--- src/rtl/core/tgd_pkg.sv ---
// Shared types, constants and helper functions of the touch gesture debouncer.
`timescale 1ns / 1ps

package tgd_pkg;

	localparam int COORD_BITS = 12;
	localparam int COUNT_BITS = 16;
	localparam int SIZE_BITS  = COORD_BITS + 1;
	localparam int APB_AW     = 5;
	localparam int APB_DW     = 32;

	typedef enum logic [1:0] {
		ORIENT_MIRROR_X    = 2'd0,
		ORIENT_SWAP        = 2'd1,
		ORIENT_SWAP_MIRROR = 2'd2,
		ORIENT_MIRROR_Y    = 2'd3
	} orient_t;

	typedef enum logic [2:0] {
		REG_ORIENT   = 3'd0,
		REG_MOVE_THR = 3'd1,
		REG_DEBOUNCE = 3'd2,
		REG_RELEASE  = 3'd3,
		REG_HOLD     = 3'd4,
		REG_WIDTH    = 3'd5,
		REG_HEIGHT   = 3'd6
	} reg_t;

	typedef enum logic [2:0] {
		EV_NONE = 3'd0,
		EV_DOWN = 3'd1,
		EV_MOVE = 3'd2,
		EV_HOLD = 3'd3,
		EV_UP   = 3'd4
	} event_t;

	typedef enum logic [1:0] {
		GS_IDLE     = 2'd0,
		GS_DEBOUNCE = 2'd1,
		GS_PRESSED  = 2'd2,
		GS_HOLD     = 2'd3
	} gs_code_t;

	typedef enum logic [3:0] {
		ST_IDLE     = 4'b0001,
		ST_DEBOUNCE = 4'b0010,
		ST_PRESSED  = 4'b0100,
		ST_HOLD     = 4'b1000
	} state_t;

	typedef struct packed {
		orient_t                orientation_mode;
		logic [COORD_BITS-1:0]  move_threshold;
		logic [COUNT_BITS-1:0]  debounce_samples;
		logic [COUNT_BITS-1:0]  release_samples;
		logic [COUNT_BITS-1:0]  hold_samples;
		logic [SIZE_BITS-1:0]   display_width;
		logic [SIZE_BITS-1:0]   display_height;
	} cfg_t;

	function automatic logic [COUNT_BITS-1:0] sat_inc(input logic [COUNT_BITS-1:0] c);
		return (&c) ? c : c + 1'b1;
	endfunction

	function automatic logic [COORD_BITS-1:0] abs_diff(input logic [COORD_BITS-1:0] a,
			input logic [COORD_BITS-1:0] b);
		return (a > b) ? a - b : b - a;
	endfunction

endpackage

--- src/rtl/core/tgd_map.sv ---
// Orientation mapping and clamping of a raw touch point to display space.
`timescale 1ns / 1ps

module tgd_map import tgd_pkg::*; (
	input  cfg_t                  cfg,
	input  logic [COORD_BITS-1:0] raw_x,
	input  logic [COORD_BITS-1:0] raw_y,
	output logic [COORD_BITS-1:0] map_x,
	output logic [COORD_BITS-1:0] map_y
);

	localparam int SW = COORD_BITS + 2;
	localparam logic [SIZE_BITS-1:0] SIZE_MAX = SIZE_BITS'(1) << COORD_BITS;

	logic [SIZE_BITS-1:0]  w_eff;
	logic [SIZE_BITS-1:0]  h_eff;
	logic [COORD_BITS-1:0] w_m1;
	logic [COORD_BITS-1:0] h_m1;
	logic signed [SW-1:0]  xs;
	logic signed [SW-1:0]  ys;

	function automatic logic [SIZE_BITS-1:0] eff_size(input logic [SIZE_BITS-1:0] s);
		if (s == '0) begin
			return SIZE_BITS'(1);
		end else if (s > SIZE_MAX) begin
			return SIZE_MAX;
		end else begin
			return s;
		end
	endfunction

	function automatic logic [COORD_BITS-1:0] clamp(input logic signed [SW-1:0] v,
			input logic [SIZE_BITS-1:0] size);
		if (v < 0) begin
			return '0;
		end else if (v >= $signed({1'b0, size})) begin
			return COORD_BITS'(size - 1'b1);
		end else begin
			return v[COORD_BITS-1:0];
		end
	endfunction

	assign w_eff = eff_size(cfg.display_width);
	assign h_eff = eff_size(cfg.display_height);
	assign w_m1  = COORD_BITS'(w_eff - 1'b1);
	assign h_m1  = COORD_BITS'(h_eff - 1'b1);

	always_comb begin
		unique case (cfg.orientation_mode)
			ORIENT_SWAP: begin
				xs = $signed({2'b00, raw_y});
				ys = $signed({2'b00, raw_x});
			end
			ORIENT_SWAP_MIRROR: begin
				xs = $signed({2'b00, w_m1}) - $signed({2'b00, raw_y});
				ys = $signed({2'b00, h_m1}) - $signed({2'b00, raw_x});
			end
			ORIENT_MIRROR_Y: begin
				xs = $signed({2'b00, raw_x});
				ys = $signed({2'b00, h_m1}) - $signed({2'b00, raw_y});
			end
			default: begin
				xs = $signed({2'b00, w_m1}) - $signed({2'b00, raw_x});
				ys = $signed({2'b00, raw_y});
			end
		endcase
	end

	assign map_x = clamp(xs, w_eff);
	assign map_y = clamp(ys, h_eff);

endmodule

--- src/rtl/core/touch_gesture_debouncer_top.sv ---
// Top level of the touch gesture debouncer: register port, sample stage and gesture machine.
//
// Channel  Direction  Handshake          Contents
// in       request    in_valid/in_ready  read_error, touch_count, raw_x, raw_y
// out      result     out_valid/out_ready status_error, touch_event, gesture_state,
//                                        point_x, point_y, contacts
// cfg      APB write  psel/penable/pready 7 registers at byte address 4*i
//
// One request per cycle while out_ready does not hold the output: an accepted request
// is registered in the input stage, and its result is then registered in the output
// register, which raises out_valid. The output register holds a result until taken;
// the input stage takes a request whenever it is empty or its request moves on into a
// free or emptying output register. Asynchronous reset empties both stages, idles the
// gesture state and loads the register defaults.
`timescale 1ns / 1ps

module touch_gesture_debouncer_top import tgd_pkg::*; (
	input  logic                  clk,
	input  logic                  arst_n,
	input  logic                  psel,
	input  logic                  penable,
	input  logic                  pwrite,
	input  logic [APB_AW-1:0]     paddr,
	input  logic [APB_DW-1:0]     pwdata,
	output logic [APB_DW-1:0]     prdata,
	output logic                  pready,
	input  logic                  in_valid,
	output logic                  in_ready,
	input  logic                  read_error,
	input  logic [3:0]            touch_count,
	input  logic [COORD_BITS-1:0] raw_x,
	input  logic [COORD_BITS-1:0] raw_y,
	output logic                  out_valid,
	input  logic                  out_ready,
	output logic                  status_error,
	output logic [2:0]            touch_event,
	output logic [1:0]            gesture_state,
	output logic [COORD_BITS-1:0] point_x,
	output logic [COORD_BITS-1:0] point_y,
	output logic [3:0]            contacts
);

	cfg_t cfg_q;
	reg_t reg_sel;
	logic cfg_wr;

	logic                  valid_s1;
	logic                  read_error_s1;
	logic [3:0]            touch_count_s1;
	logic [COORD_BITS-1:0] raw_x_s1;
	logic [COORD_BITS-1:0] raw_y_s1;

	state_t                state_q, state_d;
	logic [COORD_BITS-1:0] ref_x_q, ref_y_q, last_x_q, last_y_q;
	logic [COORD_BITS-1:0] ref_x_d, ref_y_d, last_x_d, last_y_d;
	logic [COUNT_BITS-1:0] stable_q, release_q, hold_q;
	logic [COUNT_BITS-1:0] stable_d, release_d, hold_d;
	logic [COUNT_BITS-1:0] stable_inc, release_inc, hold_inc;

	logic                  out_valid_q;
	logic                  status_error_q;
	event_t                event_q, event_d;
	gs_code_t              gs_q, gs_d;
	logic [COORD_BITS-1:0] point_x_q, point_y_q;
	logic [3:0]            contacts_q;

	logic                  advance;
	logic                  touched;
	logic                  still;
	logic [COORD_BITS-1:0] map_x, map_y;
	logic [COORD_BITS-1:0] new_x, new_y;

	// configuration port
	assign pready  = 1'b1;
	assign reg_sel = reg_t'(paddr[APB_AW-1:2]);
	assign cfg_wr  = psel && penable && pwrite;

	always_comb begin
		unique case (reg_sel)
			REG_ORIENT:   prdata = APB_DW'(cfg_q.orientation_mode);
			REG_MOVE_THR: prdata = APB_DW'(cfg_q.move_threshold);
			REG_DEBOUNCE: prdata = APB_DW'(cfg_q.debounce_samples);
			REG_RELEASE:  prdata = APB_DW'(cfg_q.release_samples);
			REG_HOLD:     prdata = APB_DW'(cfg_q.hold_samples);
			REG_WIDTH:    prdata = APB_DW'(cfg_q.display_width);
			REG_HEIGHT:   prdata = APB_DW'(cfg_q.display_height);
			default:      prdata = '0;
		endcase
	end

	always_ff @(posedge clk or negedge arst_n) begin
		if (!arst_n) begin
			cfg_q.orientation_mode <= ORIENT_MIRROR_X;
			cfg_q.move_threshold   <= COORD_BITS'(8);
			cfg_q.debounce_samples <= COUNT_BITS'(3);
			cfg_q.release_samples  <= COUNT_BITS'(3);
			cfg_q.hold_samples     <= COUNT_BITS'(50);
			cfg_q.display_width    <= SIZE_BITS'(320);
			cfg_q.display_height   <= SIZE_BITS'(480);
		end else if (cfg_wr) begin
			unique case (reg_sel)
				REG_ORIENT:   cfg_q.orientation_mode <= orient_t'(pwdata[1:0]);
				REG_MOVE_THR: cfg_q.move_threshold   <= pwdata[COORD_BITS-1:0];
				REG_DEBOUNCE: cfg_q.debounce_samples <= pwdata[COUNT_BITS-1:0];
				REG_RELEASE:  cfg_q.release_samples  <= pwdata[COUNT_BITS-1:0];
				REG_HOLD:     cfg_q.hold_samples     <= pwdata[COUNT_BITS-1:0];
				REG_WIDTH:    cfg_q.display_width    <= pwdata[SIZE_BITS-1:0];
				REG_HEIGHT:   cfg_q.display_height   <= pwdata[SIZE_BITS-1:0];
				default: ;
			endcase
		end
	end

	// input stage
	assign advance  = valid_s1 && (!out_valid_q || out_ready);
	assign in_ready = !valid_s1 || advance;

	always_ff @(posedge clk or negedge arst_n) begin
		if (!arst_n) begin
			valid_s1 <= 1'b0;
		end else if (in_ready) begin
			valid_s1 <= in_valid;
		end
	end

	always_ff @(posedge clk) begin
		if (in_valid && in_ready) begin
			read_error_s1  <= read_error;
			touch_count_s1 <= touch_count;
			raw_x_s1       <= raw_x;
			raw_y_s1       <= raw_y;
		end
	end

	tgd_map u_map (
		.cfg   (cfg_q),
		.raw_x (raw_x_s1),
		.raw_y (raw_y_s1),
		.map_x (map_x),
		.map_y (map_y)
	);

	// gesture machine
	assign touched     = touch_count_s1 != 4'd0;
	assign new_x       = touched ? map_x : last_x_q;
	assign new_y       = touched ? map_y : last_y_q;
	assign still       = (abs_diff(new_x, ref_x_q) <= cfg_q.move_threshold) &&
	                     (abs_diff(new_y, ref_y_q) <= cfg_q.move_threshold);
	assign stable_inc  = sat_inc(stable_q);
	assign release_inc = sat_inc(release_q);
	assign hold_inc    = sat_inc(hold_q);

	always_comb begin
		state_d   = state_q;
		ref_x_d   = ref_x_q;
		ref_y_d   = ref_y_q;
		last_x_d  = new_x;
		last_y_d  = new_y;
		stable_d  = stable_q;
		release_d = release_q;
		hold_d    = hold_q;
		event_d   = EV_NONE;
		unique case (state_q)
			ST_IDLE: begin
				if (touched) begin
					state_d   = ST_DEBOUNCE;
					ref_x_d   = new_x;
					ref_y_d   = new_y;
					stable_d  = COUNT_BITS'(1);
					release_d = '0;
					hold_d    = '0;
				end
			end
			ST_DEBOUNCE: begin
				if (!touched) begin
					state_d   = ST_IDLE;
					stable_d  = '0;
					release_d = '0;
					hold_d    = '0;
				end else begin
					if (still) begin
						stable_d = stable_inc;
					end else begin
						ref_x_d  = new_x;
						ref_y_d  = new_y;
						stable_d = COUNT_BITS'(1);
					end
					if (stable_d >= cfg_q.debounce_samples) begin
						state_d  = ST_PRESSED;
						event_d  = EV_DOWN;
						ref_x_d  = new_x;
						ref_y_d  = new_y;
						stable_d = '0;
					end
				end
			end
			ST_PRESSED, ST_HOLD: begin
				if (!touched) begin
					release_d = release_inc;
					if (release_inc >= cfg_q.release_samples) begin
						state_d   = ST_IDLE;
						event_d   = EV_UP;
						stable_d  = '0;
						release_d = '0;
						hold_d    = '0;
					end
				end else begin
					release_d = '0;
					if (!still) begin
						ref_x_d = new_x;
						ref_y_d = new_y;
						hold_d  = '0;
						state_d = ST_PRESSED;
						event_d = EV_MOVE;
					end else if (state_q == ST_PRESSED) begin
						hold_d = hold_inc;
						if (hold_inc >= cfg_q.hold_samples) begin
							state_d = ST_HOLD;
							event_d = EV_HOLD;
						end
					end
				end
			end
			default: begin
				state_d = ST_IDLE;
			end
		endcase
	end

	always_comb begin
		unique case (read_error_s1 ? state_q : state_d)
			ST_DEBOUNCE: gs_d = GS_DEBOUNCE;
			ST_PRESSED:  gs_d = GS_PRESSED;
			ST_HOLD:     gs_d = GS_HOLD;
			default:     gs_d = GS_IDLE;
		endcase
	end

	always_ff @(posedge clk or negedge arst_n) begin
		if (!arst_n) begin
			state_q   <= ST_IDLE;
			ref_x_q   <= '0;
			ref_y_q   <= '0;
			last_x_q  <= '0;
			last_y_q  <= '0;
			stable_q  <= '0;
			release_q <= '0;
			hold_q    <= '0;
		end else if (advance && !read_error_s1) begin
			state_q   <= state_d;
			ref_x_q   <= ref_x_d;
			ref_y_q   <= ref_y_d;
			last_x_q  <= last_x_d;
			last_y_q  <= last_y_d;
			stable_q  <= stable_d;
			release_q <= release_d;
			hold_q    <= hold_d;
		end
	end

	// output register
	always_ff @(posedge clk or negedge arst_n) begin
		if (!arst_n) begin
			out_valid_q <= 1'b0;
		end else if (advance) begin
			out_valid_q <= 1'b1;
		end else if (out_ready) begin
			out_valid_q <= 1'b0;
		end
	end

	always_ff @(posedge clk) begin
		if (advance) begin
			status_error_q <= read_error_s1;
			event_q        <= read_error_s1 ? EV_NONE : event_d;
			gs_q           <= gs_d;
			point_x_q      <= read_error_s1 ? last_x_q : new_x;
			point_y_q      <= read_error_s1 ? last_y_q : new_y;
			contacts_q     <= read_error_s1 ? 4'd0 : touch_count_s1;
		end
	end

	assign out_valid     = out_valid_q;
	assign status_error  = status_error_q;
	assign touch_event   = event_q;
	assign gesture_state = gs_q;
	assign point_x       = point_x_q;
	assign point_y       = point_y_q;
	assign contacts      = contacts_q;

endmodule
--- config.mk ---
export PLATFORM = sky130hd
export DESIGN_NAME = touch_gesture_debouncer_top
export DESIGN_NICKNAME = d
export VERILOG_FILES = /design/src/rtl/core/tgd_pkg.sv /design/src/rtl/core/tgd_map.sv /design/src/rtl/core/touch_gesture_debouncer_top.sv
export SDC_FILE = /design/constraint.sdc
export NUM_CORES = 1
export LEC_CHECK = 0
export BUFFER_PORTS_ARGS = -buffer_cell sky130_fd_sc_hd__buf_2
export CORE_AREA = 2 2 239 241
export CTS_CLUSTER_DIAMETER = 200
export CTS_CLUSTER_SIZE = 8
export DETAILED_ROUTE_END_ITERATION = 16
export DIE_AREA = 0 0 241 243
export HOLD_SLACK_MARGIN = 0.03
export PLACE_DENSITY = 0.59
export SLEW_MARGIN = 20
export SYNTH_ARGS = -nofsm -noshare
export SYNTH_HDL_FRONTEND = slang
export SYNTH_SLANG_ARGS = --single-unit
--- constraint.sdc ---
create_clock -name clk -period 12.05 [get_ports clk]
set_input_delay 1.8075 -clock clk [delete_from_list [all_inputs] [get_ports clk]]
set_output_delay 1.8075 -clock clk [all_outputs]
set_load 0.02 [all_outputs]
* Word level (Yosys, flattened, before mapping)
Cells that the tools add are included.
Widths: inputs -> output; s select.
** Storage, ports and cells
- Register bits :: 253
- Bits of input ports :: 73
- Output and inout bits :: 69
- Word-level logic and storage cells :: 180
** Operators by class
- Add/subtract/negate cells :: 13
- Order comparisons :: 13
- Equality and inequality tests :: 24
- Muxes and demuxes :: 71
- Reduce and logical (&&, ||, !) cells :: 32
** Operators with widths (number)
- $mux 16 :: 18
- $mux 12 :: 20
- $pmux 16 s3 :: 3
- $pmux 16 s7 :: 1
- $pmux 14 s3 :: 2
- $pmux 12 s3 :: 2
- $mux 13 :: 4
- $sub 12x12->13 :: 4
- $add 16x1->16 const B :: 3
- $ge 16x16->1 :: 3
- $reduce_and 16->1 :: 3
- $sub 12x12->12 :: 4
- $mux 4 :: 9
- $ge 14x14->1 :: 2
- $lt 14x1->1 const B :: 2
- $gt 13x13->1 const B :: 2
- $logic_not 13->1 :: 2
- $gt 12x12->1 :: 2
- $le 12x12->1 :: 2
- $sub 12x1->12 const B :: 2
- $reduce_and 2->1 :: 7
- $ne 2x2->1 const B :: 6
- $pmux 4 s3 :: 1
- $reduce_and 5->1 :: 2
- other kinds (26) :: 47

* Logic depth before layout (Yosys ltp)
Gate-level depths: netlist of run 1.
- Word-level depth :: 24
- Mapped depth :: 60
- Depth with buffers taken out :: 53

* Modules after synthesis
From an unflattened synthesis of run 1, not the netlist that was laid out.
** Second synthesis, totals
- Cells, all modules :: 2187
- Area, all modules :: 19317.3 um2
** Modules (own cells, without submodules)
- touch_gesture_debouncer_top :: instances 1, cells each 1698, area an instance 15851.5 um2, seq. area each 6665.1 um2
- tgd_map :: instances 1, cells each 489, area an instance 3465.8 um2, seq. area each 0.0 um2

* Least setup slack after synthesis of run 1
Ideal clock, no wire load.
- Path kind :: register to register
- From :: register cfg_q[86] in the netlist's numbering
- To :: register ref_x_q[11]
- Setup time :: 0.133 ns
- Arrival time :: 12.453 ns
- Required time :: 11.917 ns
- Slack :: -0.537 ns
- Stages on the path, launching flop included :: 54
- Buffers on the path :: 10
- Period minus slack after synthesis :: 12.587 ns
- Path through :: dfrtp_1 clkbuf_1 clkbuf_1 clkbuf_1 nor2_1 buf_1 mux2i_1 ha_1 o21a_1 o21ai_0 a211oi_1 a2111oi_0 xor2_1 o21ai_0 ha_1 o21ai_0 nand2b_1 a31oi_1 (+18 left out) o21ai_0 nand2b_1 o31ai_1 o22ai_1 clkbuf_1 clkbuf_1 nor2_1 o21a_1 ha_1 o211ai_1 o21ai_0 a221o_1 nand3b_1 a41oi_1 o31ai_1 clkbuf_1 clkbuf_1 o21ai_0
** On the way
- Cells in the longest elaborated chain, start to end :: 17
- Elaborated cells between the ends (all ways) :: 36
- Classes of those cells :: add/sub (4); order compare (9); eq/ne (3); mux (19); reduce/logical (1)
** RTL lines
- start: declaration :: line touch_gesture_debouncer_top.sv:43 : cfg_t cfg_q;
- $eq 2x2->1 or $eq 2x1->1 (tied branches) :: line tgd_map.sv:49 : unique case (cfg.orientation_mode)
- $pmux 14 s3 (*) :: line tgd_map.sv:49
- $ge 14x14->1 :: line tgd_map.sv:36 : end else if (v >= $signed({1'b0, size})) begin
- $mux 12 :: line tgd_map.sv:36
- $mux 12 (*) :: line tgd_map.sv:34 : if (v < 0) begin
- $mux 12 (*) :: line touch_gesture_debouncer_top.sv:145 : assign new_x = touched ? map_x : last_x_q;
- via last_x_d[1] :: line touch_gesture_debouncer_top.sv:55 : logic [COORD_BITS-1:0] ref_x_d, ref_y_d, last_x_d, last_y_d;
- $sub 12x12->12 or $gt 12x12->1 (tied branches) :: line tgd_pkg.sv:67 : return (a > b) ? a - b : b - a;
- (+2 left out)
- $logic_and 1x1->1 (*) :: line touch_gesture_debouncer_top.sv:147 : assign still = (abs_diff(new_x, ref_x_q) <= cfg_q.move_threshold) &&
- $mux 16 :: line touch_gesture_debouncer_top.sv:181 : if (still) begin
- $mux 16 :: line touch_gesture_debouncer_top.sv:175 : if (!touched) begin
- $mux 16 :: line touch_gesture_debouncer_top.sv:163 : unique case (state_q)
- $ge 16x16->1 :: line touch_gesture_debouncer_top.sv:188 : if (stable_d >= cfg_q.debounce_samples) begin
- $mux 12 :: line touch_gesture_debouncer_top.sv:188
- $mux 12 :: line touch_gesture_debouncer_top.sv:175
- $pmux 12 s3 (*) :: line touch_gesture_debouncer_top.sv:163
- end signal: assignment :: line touch_gesture_debouncer_top.sv:251 : ref_x_q <= ref_x_d;
- end: declaration :: line touch_gesture_debouncer_top.sv:54 : logic [COORD_BITS-1:0] ref_x_q, ref_y_q, last_x_q, last_y_q;
The timed path passes the listed nets; every way through them passes the cells marked *. The select of a mux whose other input is x is not followed.
A chain may end at the register's enable or synchronous reset.

* Final worst setup path of run 1
- From :: register cfg_q[5] in the netlist's numbering
- To :: register ref_y_q[10]
** On the way
- Cells in the longest elaborated chain, start to end :: 21
- Elaborated cells between the ends (all ways) :: 29
- Classes of those cells :: add/sub (5); order compare (6); mux (16); reduce/logical (2)
** RTL lines
- $gt 13x13->1 :: line tgd_map.sv:25 : end else if (s > SIZE_MAX) begin
- $mux 13 :: line tgd_map.sv:25
- $mux 13 (*) :: line tgd_map.sv:23 : if (s == '0) begin
- $sub 12x1->12 :: line tgd_map.sv:37, tgd_map.sv:46
- $sub 12x12->13 (on tied branches) :: line tgd_map.sv:60, tgd_map.sv:56
- $pmux 14 s3 :: line tgd_map.sv:49
- $ge 14x14->1 :: line tgd_map.sv:36
- $mux 12 :: line tgd_map.sv:36
- (+5 left out)
- $logic_and 1x1->1 :: line touch_gesture_debouncer_top.sv:147
- $mux 16 :: line touch_gesture_debouncer_top.sv:181
- $mux 16 :: line touch_gesture_debouncer_top.sv:175
- $mux 16 :: line touch_gesture_debouncer_top.sv:163
- $ge 16x16->1 :: line touch_gesture_debouncer_top.sv:188
- $mux 12 :: line touch_gesture_debouncer_top.sv:188
- $mux 12 :: line touch_gesture_debouncer_top.sv:175
- $pmux 12 s3 (*) :: line touch_gesture_debouncer_top.sv:163
- end signal: assignment :: line touch_gesture_debouncer_top.sv:252 : ref_y_q <= ref_y_d;
- end: declaration :: line touch_gesture_debouncer_top.sv:54
Every way passes the cells marked *; elsewhere a longest branch is shown, timed or not. The select of a mux whose other input is x is not followed.

==> run metrics, run 1 <==
Pins Over Slew Limit=0; critical path data arrival time=12000 ps; Worst Setup SP=cfg_q[5]; wirelength, routed=61700 um; HPWL Detailed=47200 um; worst slew pin tran=993 ps; Reg2Reg Setup Slack=500 ps; Die ar.=58600 um^2; Compound-Gate Fraction of Synth Area=19.6%; GRT Util Overall=20.9%; Worst Path Max Fanout=11; status=finished, final reports clean; top-count cell post-synth=nand2_1; RR Startpoint=cfg_q[5]; latest clock arrival within the worst-skew pair=580 ps; final hold viol count=0; area share of the largest cell type after synthesis=22.7%; class of the most critical setup path=flop to flop; FF-to-FF path depth=59; area share of fa/ha/maj cells after synthesis=11.7%; Yosys Warn Count=0; clk slew on worst S/H paths=60 ps; IO buf count=106; CTS tree=done; sequential-to-total area share from yosys stat=34.5%; Pleak=10.7 nW; cell mode on critical path=buf_4; top cells by count, synth=nand2_1, o21ai_0, dfrtp_1; number of synthesized flops with an enable pin=63; Chip Height=243 um; Clock Skew=40.9 ps; n_diodes=0; VDD IR max=0.397 mV; Post-Route Utilization=42.4%; worst path bufs/invs=9; num rows=87; hold slack=491 ps; total CTS buffers=37; Via-to-Cell Ratio=5.32; first-pass GRT wire length=95500 um; GRT overflow=0; vias in the first global route=17200; placer's final routability congestion estimate=0.906; share of cells above drive strength 1=22.5%; Worst R2R End=ref_y_q[10]; synth top area cells=dfrtp_1, ha_1, edfxtp_1; core footprint=56000 um^2; Final ANT Viol Nets=0; Final Cycle Share=95.8%; CTS root buffer=clkbuf_16; max cap viols=0; Worst setup SP type=flop; Mapped Area=19300 um^2; clk sinks=253; CP Capture Type=flop; nets=2708; initial antenna violation count=0; post-synth cell types=84; Synth Instances=2194; largest net degree at the start of global routing=83; Synth Area in XOR/XNOR=3.62%; critical path data required time=12510 ps; vias post-DR=17200; Synth Area in Simple Gates=17.1%; DR iter-0 viols=1234; DR pass1 iterations=6; fin crit period=11550 ps; DRC errors left=0; Top delay family on crit path=compound AO/OA/AOI/OAI gates; Critical Path End=ref_y_q[10]; final setup violating endpoints=0; ys async rst share=75.1%; Avg Cell Area, Syn=8.81 um^2; Area Overhead vs Synth=22.7%; main combinational cell family by area after synthesis=compound AO/OA/AOI/OAI gates; Initial Utilization=34.6%; CTS Buffer Depth=3; Synth area leader=dfrtp_1; Yosys reg bits=253; Power, Total=8.23 mW; Chip Width=241 um; slowest cell delay on critical path=560 ps; H-tree depth=2; WL per Instance=19.0 um; most used flip-flop cell after synthesis=dfrtp_1; PwrDens=347 nW/um^2; post-synthesis mux area share=8.04%; HP Start=hold_q[6]; Rel. slew slack=33.7%; Crit. path cell count=59; hold crit path type=flop to flop; CP max stage cell=or4_4; Peak Freq=0.0866 GHz; number of I/O pins=142
-- stage by stage --
stage	std cells	setup WS, ps	setup TNS, ps	instance area, um^2
finish	3242	502	0	23700
global route	3242	-66.6	-432	23700
CTS	3230	12.3	0	23200
detailed placement	3163	-268	-5230	22100
global placement	3163	-167	-2640	22100
floorplan	2209	3.99	0	19400
-- cell usage in the layout (no fill, tap or decap), types with 25 or more instances in the layout --
master     instances
edfxtp_1          63
nand2_1          269
clkbuf_1          26
ha_1             167
nor3_1            31
clkbuf_16         39
xor2_1            33
buf_4            216
xnor2_1           46
inv_1            133
nor2_1           116
nand4_1           25
dfrtp_1          175
nand3_1           44
o21ai_0          196
mux2_2            58
buf_2            106
a21oi_1          109
nand2b_1          58
a21o_1            48
mux2i_1           83
nor2b_1           31
-- worst min-delay path by stage --
stage	end	slack [ps]	cells after the start
after floorplan	hold_q[6]	450	2
after global placement	hold_q[6]	470	2
after detailed placement	hold_q[6]	470	2
after CTS	hold_q[6]	490	2
after global routing	hold_q[6]	520	2
final	hold_q[6]	490	2
-- power breakdown --
part	leakage, nW	switching [mW]	internal, mW
Clock	0.525	0.429	0.585
Sequential	2.98	0.148	1.09
Combinational	7.19	3.20	2.77
Total	10.7	3.77	4.45
-- timing repair --
action | CTS | global route
gates resized for setup | 9 | 83
setup endpoints to repair | 35 | 46
setup buffers | 0 | 9
hold buffers | 0 | 0
pin swaps | 1 | 30
cloned | 0 | 3
-- cell type report --
class / count / area [um^2]
Multi-Input combinational cell: 1697 / 12100
Inverter: 134 / 503
Tap cell: 756 / 946
Timing Repair Buffer: 335 / 2360
Fill cell: 5549 / 32200
Clock inverter: 4 / 95.1
Clock buffer: 63 / 1020
Sequential cell: 253 / 6670
-- kinds of logic (layout without fill, tap and decap cells) --
family,count (synthesis),after routing
simple gates,691,691
compound gates,584,584
buf+inv,259,536
flops,253,253
fa+ha+maj,177,177
mux,148,148
xor+xnor,80,80
other cells,2,17
-- sequential cells by signal, summed over array words and instances, names as in the netlist --
signal and flops:
last_x_q 12, touch_count_s1 4, read_error_s1 1, touch_event 3, contacts 4, cfg_q 88
state_q 4, gesture_state 2, hold_q 16, point_x 12, last_y_q 12, point_y 12
ref_x_q 12, raw_y_s1 12, valid_s1 1, ref_y_q 12, raw_x_s1 12, release_q 16
status_error 1, out_valid 1, stable_q 16
-- metal layers --
metal	global-route usage (%)	vias up	routed length, um
met5	0	-	0
met4	7.75	0	2210
met3	2.75	106	2470
met2	35.5	424	29800
met1	26.9	8352	27200
li1	-	8362	-
-- worst register-to-register path, delay by kind of cell (launching register included) --
family          cells  cell delay (ps)
flops               1              370
mux                 2              390
fa+ha+maj           6             1680
buf+inv             9             1360
simple gates       16             3110
compound gates     24             4270
xor+xnor            2              250
Note: power is estimated with default switching activity, not from simulation.
==> run 2: changes to the inputs <==
==> constraint.sdc (replaced) <==
create_clock -name clk -period 10.4 [get_ports clk]
set_input_delay 1.56 -clock clk [delete_from_list [all_inputs] [get_ports clk]]
set_output_delay 1.56 -clock clk [all_outputs]
set_load 0.02 [all_outputs]
==> run 2 against run 1 <==
  * The flow now finishes with violations (negative setup slack)
  * Highest routed layer unchanged
  * Final area up 7.9%
  * Largest power group unchanged
  * Non-clock buffer count increased by 161
  * Hold slack worse by 13 ps
  * Flip-flop and latch count did not move
  * Worst setup slack worse by 1400 ps
  * Largest cell class unchanged
==> run metrics, run 2 (synthesis gave the netlist of run 1 again) <==
status=finished with violations; violated checks=negative setup slack; CTS root buffer=clkbuf_16; final hold viol count=0; latest clock arrival within the worst-skew pair=580 ps; Most flops, register=cfg_q; commonest non-fill, non-tap cell in the layout=buf_4; largest net degree at the start of global routing=72; CTS tree=done; Initial Utilization=34.6%; GRT overflow=0; CP max stage cell=or4_4; Worst Path Max Fanout=7; share of cells above drive strength 1=30.4%; Final ANT Viol Nets=0; hold crit path type=flop to flop; core footprint=56000 um^2; number of I/O pins=142; Psw=4.80 mW; post-route insts no fill=3403; max cap viols=0; setup ws final=-874 ps; Pleak=11.7 nW; Pins Over Slew Limit=0; HPWL Detailed=49100 um; total CTS buffers=37; Worst R2R End=ref_x_q[3]; setup TNS=-32470 ps; class of the most critical setup path=flop to flop; Worst setup SP type=flop; vias post-DR=18100; max reg flops=88; Via-to-Cell Ratio=5.31; GRT Util Overall=21.7%; clk sinks=253; critical path data required time=10840 ps; placed insts=3298; Area Overhead vs Synth=32.3%; commonest cells after routing, fill and taps aside=buf_4, nand2_1, dfrtp_1; DR iter-0 viols=1237; Critical Path End=ref_x_q[3]; Peak Freq=0.0887 GHz; sequential share of power=13.4%; Reg2Reg Setup Slack=-870 ps; H-tree depth=2; RR Startpoint=cfg_q[8]; Combinational Power Share=75.7%; first-pass GRT wire length=98700 um; cell area after layout=25600 um^2; Post-Route Utilization=45.7%; vias in the first global route=17600; n_diodes=0; placer's final routability congestion estimate=0.910; CTS Buffer Depth=3; Sw Share=44.8%; WL per Instance=19.1 um; # fillers=5393; worst slew pin tran=1010 ps; critical path data arrival time=11710 ps; RSZ-0062 raised after global routing=yes; CTS Hold Bufs=0; DRC errors left=0; Chip Width=241 um; PwrDens=418 nW/um^2; clock share of power=10.9%; Placed Area=23300 um^2; fin crit period=11270 ps; Internal=5.90 mW; Worst Setup SP=cfg_q[8]; wirelength, routed=65000 um; Final Cycle Share=108%; IO buf count=106; DR pass1 iterations=6; nets=2870; initial antenna violation count=0; slowest cell delay on critical path=550 ps; Chip Height=243 um; Die ar.=58600 um^2; VDD IR max=0.483 mV; CP Capture Type=flop; num rows=87; FF-to-FF path depth=55; clk slew on worst S/H paths=60 ps; Rel. slew slack=31.9%; final setup violating endpoints=46; Clock Skew=38.5 ps
run 2: cell types whose count changed in the layout (fill, tap and decap cells not counted), sizes merged:
cell      before  now
clkinvlp       0    1
clkbuf        66   65
clkinv         5    4
buf          332  493
a2bb2oi        4    5
run 2: per-stage QoR:
step	setup WS, ps	power, mW	hold slack (ps)
5_1_grt	-1370	11.5	513
4_1_cts	-754	10.0	487
3_3_place_gp	-1120	8.31	465
3_5_place_dp	-1540	8.46	477
6_report	-874	10.7	478
2_1_floorplan	-408	5.62	450
run 2: cell type report:
class	instances	area (um^2)	share of cell area (%)
Clock buffer	62	1020	3.99
Clock inverter	4	71.3	0.279
Inverter	134	507	1.98
Multi-Input combinational cell	1698	12700	49.7
Sequential cell	253	6670	26.1
Tap cell	756	946	3.70
Timing Repair Buffer	496	3670	14.3
run 2: worst min-delay path by stage:
stage / from / to / slack (ps) / depth (start not counted)
final: hold_q[6] / hold_q[6] / 480 / 2
after global routing: valid_s1 / out_valid / 510 / 1
after CTS: hold_q[6] / hold_q[6] / 490 / 2
after detailed placement: hold_q[6] / hold_q[6] / 480 / 2
after global placement: hold_q[6] / hold_q[6] / 470 / 2
after floorplan: hold_q[6] / hold_q[6] / 450 / 2
run 2: critical path, delay by kind of cell (launching register included):
kind	cells	cell delay [ps]
AOI/OAI and AO/OA	21	3920
and+or+nand+nor	15	2780
adders and majority gates	6	1770
buffers and inverters	8	1180
muxes	4	980
DFF	1	360
xor gates and xnor gates	1	150
run 2: repair_timing:
| item | CTS | global route |
|---|---|---|
| resized for setup | 51 | 163 |
| endpoints found under the setup margin | 62 | 62 |
| pin swaps | 10 | 79 |
| buffers inserted | 14 | 22 |
| cloned | 2 | 4 |
run 2: routing by layer:
| metal | GRT usage, % | vias to the layer above | part of all wire (%) |
|---|---|---|---|
| met4 | 7.21 | 0 | 3.2 |
| met5 | 0 | - | 0 |
| met1 | 28.1 | 8798 | 44 |
| met3 | 2.77 | 112 | 4.1 |
| met2 | 37.0 | 472 | 49 |
| li1 | - | 8693 | - |
run 2: power groups by stage:
stage          Clock, mW  Combinational [mW]  Sequential [mW]
6_report            1.17                8.09             1.44
5_1_grt             1.23                8.76             1.47
4_1_cts             1.19                7.37             1.43
3_5_place_dp           0                7.01             1.45
3_3_place_gp           0                6.87             1.44
2_1_floorplan          0                4.18             1.44
